==> src/hw/rtl/gdfs_pkg.sv <==
// Shared types and constants for the depth-first search core.
// No dependencies.
package gdfs_pkg;

  typedef enum logic [1:0] {
    OP_CLEAR_GRAPH = 2'd0,
    OP_ADD_EDGE    = 2'd1,
    OP_CLEAR_MARKS = 2'd2,
    OP_SEARCH      = 2'd3
  } op_t;

  typedef enum logic [1:0] {
    ST_OK        = 2'd0,
    ST_FULL      = 2'd1,
    ST_RANGE     = 2'd2,
    ST_RESERVED  = 2'd3
  } status_t;

  localparam logic [0:0] REG_VERTEX_COUNT  = 1'b0;
  localparam logic [0:0] REG_DIRECTED_MODE = 1'b1;
  localparam logic [6:0] NO_PARENT = 7'h7F;

  typedef enum logic [3:0] {
    DC_NONE    = 4'd0,
    DC_WIPE    = 4'd1,  // clear lists and marks, one vertex a cycle
    DC_WIPEMK  = 4'd2,  // clear marks, one vertex a cycle
    DC_APPEND  = 4'd3,  // write one slot for (from,to)
    DC_LINK    = 4'd4,  // link tail / head for the appended slot
    DC_SRCMARK = 4'd5,  // mark source, push
    DC_TOPRD   = 4'd6,  // read top of stack
    DC_SLOTRD  = 4'd7,  // read slot of top cursor
    DC_VISIT   = 4'd8,  // test target, advance cursor, maybe push
    DC_EMIT    = 4'd9   // read marks for output
  } dcmd_t;

  typedef struct packed {
    dcmd_t      cmd;
    logic       sel_b;     // append direction b->a
    logic       scan_rst;  // reset scan counter
  } ctrl_t;

  typedef struct packed {
    logic scan_done;
    logic stack_empty;
    logic top_more;
    logic emit_last;
  } stat_t;

endpackage

==> src/hw/rtl/gdfs_ctrl.sv <==
// Controller state machine sequencing the datapath per operation.
// Depends on gdfs_pkg.
module gdfs_ctrl
  import gdfs_pkg::*;
#(
  parameter int MAX_EDGE_SLOTS = 512,
  localparam int SW = $clog2(MAX_EDGE_SLOTS)
) (
  input  logic        clk,
  input  logic        rst,
  input  logic        in_take,
  input  logic [1:0]  op_in,
  input  logic [5:0]  va,
  input  logic [5:0]  vb,
  input  logic [6:0]  n_live,
  input  logic        directed,
  input  logic [SW:0] used,
  input  stat_t       stat,
  input  logic        out_free,
  output ctrl_t       ctrl,
  output logic        busy,
  output logic        res_load,
  output status_t     res_status,
  output logic        res_search,
  output logic        res_last
);

  typedef enum logic [9:0] {
    S_IDLE   = 10'b0000000001,
    S_WIPE   = 10'b0000000010,
    S_WIPEMK = 10'b0000000100,
    S_APP    = 10'b0000001000,
    S_LINK   = 10'b0000010000,
    S_TOP    = 10'b0000100000,
    S_SLOT   = 10'b0001000000,
    S_VISIT  = 10'b0010000000,
    S_EMIT   = 10'b0100000000,
    S_EMITW  = 10'b1000000000
  } state_t;

  state_t state, state_next;
  logic   second, second_next;
  logic   emit_last_q;

  always_comb begin
    state_next  = state;
    second_next = second;
    ctrl = '{cmd: DC_NONE, sel_b: second, scan_rst: 1'b0};
    res_load = 1'b0;
    res_status = ST_OK;
    res_search = 1'b0;
    res_last = 1'b1;
    case (state)
      S_IDLE: begin
        ctrl.scan_rst = 1'b1;
        if (in_take) begin
          case (op_t'(op_in))
            OP_CLEAR_GRAPH: state_next = S_WIPE;
            OP_CLEAR_MARKS: state_next = S_WIPEMK;
            OP_ADD_EDGE: begin
              if ({1'b0, va} >= n_live || {1'b0, vb} >= n_live) begin
                res_load = 1'b1; res_status = ST_RANGE;
              end else if (used + (directed ? (SW+1)'(1) : (SW+1)'(2))
                           > (SW+1)'(MAX_EDGE_SLOTS)) begin
                res_load = 1'b1; res_status = ST_FULL;
              end else begin
                second_next = 1'b0;
                state_next = S_APP;
              end
            end
            default: begin
              if ({1'b0, va} >= n_live) begin
                res_load = 1'b1; res_status = ST_RANGE;
              end else begin
                ctrl.cmd = DC_SRCMARK;
                state_next = S_TOP;
              end
            end
          endcase
        end
      end
      S_WIPE: begin
        ctrl.cmd = DC_WIPE;
        if (stat.scan_done) begin
          res_load = 1'b1;
          state_next = S_IDLE;
        end
      end
      S_WIPEMK: begin
        ctrl.cmd = DC_WIPEMK;
        if (stat.scan_done) begin
          res_load = 1'b1;
          state_next = S_IDLE;
        end
      end
      S_APP: begin
        ctrl.cmd = DC_APPEND;
        state_next = S_LINK;
      end
      S_LINK: begin
        ctrl.cmd = DC_LINK;
        if (!second && !directed) begin
          second_next = 1'b1;
          state_next = S_APP;
        end else begin
          res_load = 1'b1;
          state_next = S_IDLE;
        end
      end
      S_TOP: begin
        if (stat.stack_empty) begin
          ctrl.scan_rst = 1'b1;
          state_next = S_EMIT;
        end else begin
          ctrl.cmd = DC_TOPRD;
          state_next = S_SLOT;
        end
      end
      S_SLOT: begin
        ctrl.cmd = DC_SLOTRD;
        state_next = S_VISIT;
      end
      S_VISIT: begin
        ctrl.cmd = DC_VISIT;
        state_next = S_TOP;
      end
      S_EMIT: begin
        if (out_free) begin
          ctrl.cmd = DC_EMIT;
          state_next = S_EMITW;
        end
      end
      S_EMITW: begin
        res_load = 1'b1;
        res_search = 1'b1;
        res_last = emit_last_q;
        state_next = emit_last_q ? S_IDLE : S_EMIT;
      end
      default: state_next = S_IDLE;
    endcase
  end

  always_ff @(posedge clk) begin
    if (rst) begin
      state  <= S_IDLE;
      second <= 1'b0;
    end else begin
      state  <= state_next;
      second <= second_next;
    end
  end

  always_ff @(posedge clk) begin
    if (ctrl.cmd == DC_EMIT) emit_last_q <= stat.emit_last;
  end

  // Accept a new item only when idle and the result register is free.
  assign busy = (state != S_IDLE) || !out_free;

endmodule

==> config.mk <==
export PLATFORM = sky130hd
export DESIGN_NAME = gdfs_ctrl
export DESIGN_NICKNAME = d
export VERILOG_FILES = /design/src/hw/rtl/gdfs_pkg.sv /design/src/hw/rtl/gdfs_ctrl.sv
export SDC_FILE = /design/constraint.sdc
export NUM_CORES = 1
export LEC_CHECK = 0
export BUFFER_PORTS_ARGS = -buffer_cell sky130_fd_sc_hd__buf_2
export CELL_PAD_IN_SITES_DETAIL_PLACEMENT = 0
export CELL_PAD_IN_SITES_GLOBAL_PLACEMENT = 2
export CORE_MARGIN = 2
export CORE_UTILIZATION = 29
export DETAILED_ROUTE_END_ITERATION = 8
export GPL_TIMING_DRIVEN = 0
export PLACE_DENSITY = 0.77
export SLEW_MARGIN = 0
export SYNTH_ARGS = -nofsm -noshare
export SYNTH_HDL_FRONTEND = slang
export SYNTH_SLANG_ARGS = --single-unit
==> constraint.sdc <==
create_clock -name clk -period 2.8 [get_ports clk]
set_clock_uncertainty 0.2 [all_clocks]
set_input_delay 0.14 -clock clk [delete_from_list [all_inputs] [get_ports clk]]
set_output_delay 0.14 -clock clk [all_outputs]
set_load 0.02 [all_outputs]
==> flow_summary_export.csv, run 1 <==
group,metric,value,unit
final_layout,final_nets,303,
clock_tree,h-tree-depth,1,
logic_synthesis,synth_edf_count,1,
logic_synthesis,synthesis.nets,246,
drt,wirelength,3.91,mm
sta,hold_viol_final,0,
drt,wl_per_cell,12.6,µm
worst_setup_path,crit_slowest_cell,"or4b_2",
logic_synthesis,async_reset_ff_frac,0,
floorplan,io_pins,52,
clock_tree,cts_sinks,12,
logic_synthesis,ys_seq_elements,12,
worst_setup_path,slowest_delay,670,ps
placed_design,dpl.hpwl,3.30,mm
global_routing,antenna_found_initial,0,
clock_tree,clockBufferDepth,2,
global_routing,gr-usage-all-layers,0.135,
final_layout,n_fill_cell,570,
flow_run,maxCapViolations,0,
final_layout,area_delta_synth_final,26.4,%
logic_synthesis,synth_xor_area_frac,0.0395,
final_layout,diodes,0,
worst_setup_path,critical_path.max_fanout,6,
drt,drt-initial-drc-count,72,
power_and_ir_drop,power_density,344,mW/mm²
clock_tree,cts-root-buf,"clkbuf_8",
clock_tree,cts_resized,0,
global_routing,grt_max_degree,11,
final_layout,regArea,250,µm²
logic_synthesis,syn_avg_cell_area,8.39,µm²
drt,detail-route-antenna-nets,0,
sta,period_needed,2610,ps
worst_setup_path,end_kind,"output port",
min_path,holdCritPathClass,"in2reg",
drt,num_vias,1528,
worst_setup_path,crit_path_start_kind,"flop",
logic_synthesis,synth_flop_cell,"dfxtp_1",
sta,slew_viol_final,0,
clock_tree,clk_latency,240,ps
clock_tree,cts_tree,"built",
power_and_ir_drop,p_leak,0.930,nW
final_layout,fin_area,0.00196,mm²
floorplan,core.rowCount,26,
logic_synthesis,synthSimpleGateAreaFrac,0.312,
logic_synthesis,synth_top_family_by_area,"simple AND/OR/NAND/NOR gates",
run_status,status,"finished clean",
final_layout,drive_gt1_frac,0.315,
logic_synthesis,ys_seq_area_frac,0.161,
logic_synthesis,netlist_area,0.00155,mm²
global_routing,grt_pass1_wl,6.60,mm
logic_synthesis,synthMuxAreaShare,0,
clock_tree,numCtsBuffers,3,
logic_synthesis,synthCells,185,
logic_synthesis,yosysUniqueCellTypes,53,
logic_synthesis,synth_warnings,0,
sta,rsz0062_at_grt,"no",
global_routing,grt_overflow,0,
drt,drc,0,
placed_design,placedInstanceArea,0.00189,mm²
power_and_ir_drop,ir_drop,0.124,mV
worst_setup_path,worstPathCellList,"nor4_4 > nand3b_2 > or4b_2 > nand3_1 > a31oi_1 > nand2b_1 > buf_2",
drt,vias_per_cell,4.91,
sta,max_freq,0.383,GHz
clock_tree,clk_pin_slew,60,ps
sta,fin_setup_tns,0,ps
worst_setup_path,crit_arrival,2270,ps
sta,setup_viol,0,
logic_synthesis,synth-compound-area-share,0.240,
worst_setup_path,critical_path_class,"reg2out",
power_and_ir_drop,power,0.000676,W
floorplan,die_area,0.00596,mm²
logic_synthesis,synth-adder-area-share,0.174,
sta,tightest_slew,462,ps
floorplan,die_h,77.2,µm
sta,max_slew_margin,0.692,
floorplan,initial_core_util,0.302,
worst_setup_path,required,2460,ps
floorplan,coreArea,0.00514,mm²
placed_design,place_congestion,0.806,
global_routing,grt_pass1_vias,1465,
final_layout,multi_input_area,0.00119,mm²
drt,drt_pass1_iterations,4,
floorplan,die_x,77.2,µm
sta,min_period_over_period,0.933,
placed_design,port_buffers,50,
-- synthesized netlist by cell type (2+ instances only) --
master,instances,share of area
ha_1,20,0.16
inv_1,17,0.041
nand2_1,17,0.041
dfxtp_1,11,0.14
o21ai_0,11,0.035
a21oi_1,8,0.026
nor2_1,7,0.017
nor3_1,7,0.023
nand3_1,6,0.019
nand4_1,5,0.020
buf_4,4,0.019
nand2b_1,4,0.016
nor2b_1,4,0.016
xnor2_1,4,0.023
a21o_1,3,0.015
and2_1,3,0.012
and3_1,3,0.012
nor3b_1,3,0.015
nor4_4,3,0.041
xor2_1,3,0.017
a2111oi_4,2,0.035
a211oi_1,2,0.0097
a21boi_0,2,0.0097
a31oi_1,2,0.0081
and4b_1,2,0.013
nand3b_1,2,0.0097
nand4b_1,2,0.011
o2111a_1,2,0.015
or3_1,2,0.0081
-- stage by stage --
step           hold WS, ps  worst slack (ps)  cells   util
4_1_cts               3.82              89.6    310  0.380
2_1_floorplan         4.27               534    185      -
3_5_place_dp           124               226    305  0.368
6_report             0.969               187    311  0.382
5_1_grt               6.66              80.2    311  0.382
3_3_place_gp           122               281    305  0.368
-- critical path, delay by kind of cell, from the launching register on --
family / cells / cell delay (ps)
buffers and inverters: 1 / 160
DFF: 1 / 380
AOI/OAI and AO/OA: 1 / 60
and+or+nand+nor: 5 / 1420
-- layer usage --
layer | vias up | global-route usage | routed length, µm
li1 | 789 | - | -
met3 | 4 | 0.0259 | 166
met1 | 696 | 0.192 | 1990
met2 | 39 | 0.211 | 1710
met4 | 0 | 0.0286 | 40
met5 | - | 0 | 0
-- layout make-up --
type | count | share of cell area
multi-input combinational | 149 | 0.605
sequential | 12 | 0.127
tap | 70 | 0.0446
buffer | 7 | 0.0255
clock buffer | 4 | 0.0280
inverter | 17 | 0.0325
timing repair buffer | 52 | 0.136
-- cell usage in the layout (no fill, tap or decap), types with 3 or more instances in the layout --
cell type  instances
ha_1              20
inv_1             17
nand2b_1           4
buf_4              5
and3_1             3
a21o_1             3
o21ai_0           11
nor4_4             3
clkbuf_8           4
dfxtp_1           11
nor3_1             7
xnor2_1            4
a21oi_1            8
nand2_1           17
nor2b_1            4
nand4_1            5
nor2_1             7
xor2_1             3
nand3_1            6
buf_2             51
nor3b_1            3
and2_1             3
-- state kept, by name, indices dropped and copies added (netlist names) --
| register | count |
|---|---|
| emit_last_q | 1 |
| second | 1 |
| state | 10 |
-- power breakdown --
| group | switching (W) | leakage [nW] | total [W] | internal [W] |
|---|---|---|---|---|
| combinational | 0.000172 | 0.803 | 0.000293 | 0.000121 |
| sequential | 0.00000837 | 0.0981 | 0.000188 | 0.000180 |
| clock | 0.0000706 | 0.0288 | 0.000195 | 0.000125 |
-- cells by family after synthesis --
family,Yosys count
AO/OA/AOI/OAI,44
XOR/XNOR,7
adder cells (fa/ha/maj),21
buffers and inverters,24
flip-flops,12
AND/OR/NAND/NOR,77
-- path summary, 6_finish.rpt --
path	slack [ps]	from	cells after the start	end
setup / recovery	190	state[9]	7	res_load
hold / removal	1	rst	2	state[8]
setup reg to reg	510	state[2]	8	state[6]
hold reg to reg	310	second	2	second
-- repair_timing --
action,CTS,global route
setup buffers,0,1
hold buffers,1,0
endpoints found under the setup margin,0,1
endpoints found under the hold margin,1,0
Note: power is estimated with default switching activity, not from simulation.
==> inputs of run 2 (changes only) <==
Settings changed: CORE_UTILIZATION 29 to 30, CTS_BUF_LIST set to sky130_fd_sc_hd__clkbuf_8, GPL_TIMING_DRIVEN 0 to unset, PLACE_DENSITY 0.77 to 0.79, SLEW_MARGIN 0 to unset.
==> run 2 against run 1 <==
Clock-buffer cell count unchanged. Fmax shrank 1.1%. Core utilization is essentially flat. Setup slack worse by 30 ps. Non-clock buffer count shrank 5. Die area down 3.1%. Hold slack improved by 9.0 ps. Combinational power fell by 3%. Clock power about the same. Wire length unchanged. Critical endpoint unchanged.
==> flow_summary_export.csv, run 2 (synthesis gave the netlist of run 1 again) <==
group,metric,value,unit
sta,tightest_slew,431,ps
clock_tree,cts_tree,"built",
sta,max_freq,0.378,GHz
min_path,holdPathStages,3,
drt,wl_per_cell,12.8,µm
global_routing,grt_overflow,0,
floorplan,die_area,0.00577,mm²
worst_setup_path,crit_arrival,2300,ps
worst_setup_path,rrSetupSlack,460,ps
floorplan,core.rowCount,26,
final_layout,regMostFlops,"state",
sta,setup_viol,0,
power_and_ir_drop,ir_drop,0.225,mV
final_layout,area_delta_synth_final,24.2,%
drt,drt_pass1_iterations,4,
global_routing,grt_pass1_wl,6.78,mm
clock_tree,cts_sinks,12,
worst_setup_path,crit_path_start_kind,"flop",
power_and_ir_drop,p_leak,0.907,nW
final_layout,reg.largest.list,"state x10, emit_last_q x1, second x1",
placed_design,place_congestion,0.791,
floorplan,coreArea,0.00504,mm²
clock_tree,clockBufferDepth,2,
drt,drc,0,
placed_design,port_buffers,50,
clock_tree,clk_pin_slew,60,ps
sta,slew_viol_final,0,
power_and_ir_drop,power_density,349,mW/mm²
worst_setup_path,critical_path_class,"reg2out",
clock_tree,numCtsBuffers,3,
global_routing,grt_pass1_vias,1492,
clock_tree,cts_resized,0,
drt,wirelength,3.91,mm
clock_tree,h-tree-depth,1,
drt,vias_per_cell,4.85,
sta,min_period_over_period,0.944,
final_layout,fin_area,0.00193,mm²
sta,holdWs,9.97,ps
clock_tree,postCtsSetupRepairBufs,0,
global_routing,antenna_found_initial,0,
floorplan,io_pins,52,
final_layout,diodes,0,
final_layout,largest_reg_flops,10,
sta,hold_viol_final,0,
floorplan,initial_core_util,0.308,
drt,num_vias,1485,
final_layout,layout_common_cells,"buf_2 (50), ha_1 (20), inv_1 (17), nand2_1 (17)",
final_layout,final_common_cell,"buf_2",
worst_setup_path,required,2460,ps
global_routing,grt_max_degree,9,
floorplan,die_x,75.9,µm
drt,drt-initial-drc-count,96,
min_path,holdCritPathClass,"in2reg",
sta,rsz0062_at_grt,"no",
sta,max_slew_margin,0.712,
worst_setup_path,r2r_cells,6,
clock_tree,clk_latency,240,ps
global_routing,gr-usage-all-layers,0.140,
sta,fin_setup_tns,0,ps
final_layout,drive_gt1_frac,0.305,
final_layout,final_nets,298,
run_status,status,"finished clean",
flow_run,maxCapViolations,0,
drt,detail-route-antenna-nets,0,
placed_design,placedInstanceArea,0.00186,mm²
clock_tree,cts-root-buf,"clkbuf_8",
final_layout,n_fill_cell,559,
worst_setup_path,end_kind,"output port",
sta,period_needed,2640,ps
worst_setup_path,critical_path.max_fanout,6,
floorplan,die_h,75.9,µm
placed_design,dpl.hpwl,3.31,mm
run 2: cell types whose count changed in the layout (fill, tap and decap cells not counted):
cell / before / now
buf_4: 5 / 3
buf_2: 51 / 50
buf_6: 1 / 0
clkbuf_1: 1 / 0
run 2: path summary, 6_finish.rpt:
path,to,startpoint
min,state[6],stat[2]
max reg2reg,state[6],state[3]
min reg2reg,second,second
max,res_load,state[5]
run 2: timing repair:
action / 4_1_cts / 5_1_grt
setup endpoints to repair: 0 / 0
endpoints found under the hold margin: 1 / 0
hold buffers: 1 / 0
run 2: critical path, stage by stage (launching register included):
cell and delay (ps):
dfxtp_1 360, nor4_4 390, nand3b_2 220, or4b_2 660, nand3_1 110, a31oi_1 70
nand2b_1 90, buf_2 160
run 2: layout make-up:
| cell class | count | area (µm²) | share of cell area |
|---|---|---|---|
| Tap cell | 70 | 87.6 | 0.0454 |
| Multi-Input combinational cell | 149 | 1190 | 0.616 |
| Inverter | 17 | 63.8 | 0.0331 |
| Clock buffer | 4 | 55.1 | 0.0286 |
| Sequential cell | 12 | 250 | 0.130 |
| Timing Repair Buffer | 54 | 283 | 0.147 |
run 2: power breakdown:
group / internal, W / switching (W) / total, W
logic: 0.000118 / 0.000166 / 0.000284
registers: 0.000180 / 0.0000158 / 0.000196
clock network: 0.000124 / 0.0000694 / 0.000194
run 2: metrics by stage:
| stage | power (W) | setup WS [ps] | util | cells |
|---|---|---|---|---|
| after floorplan | 0.000390 | 534 | - | 185 |
| after global placement | 0.000482 | 327 | 0.369 | 301 |
| after detailed placement | 0.000483 | 310 | 0.369 | 301 |
| after CTS | 0.000676 | 153 | 0.382 | 306 |
| after global routing | 0.000723 | 45.5 | 0.382 | 306 |
| final | 0.000673 | 157 | 0.382 | 306 |
run 2: routing by layer:
layer	vias up	GRT usage	share of wire
li1	783	-	-
met1	666	0.185	0.48
met2	34	0.245	0.47
met3	2	0.0286	0.051
met4	0	0.0164	0.0056
met5	-	0	0
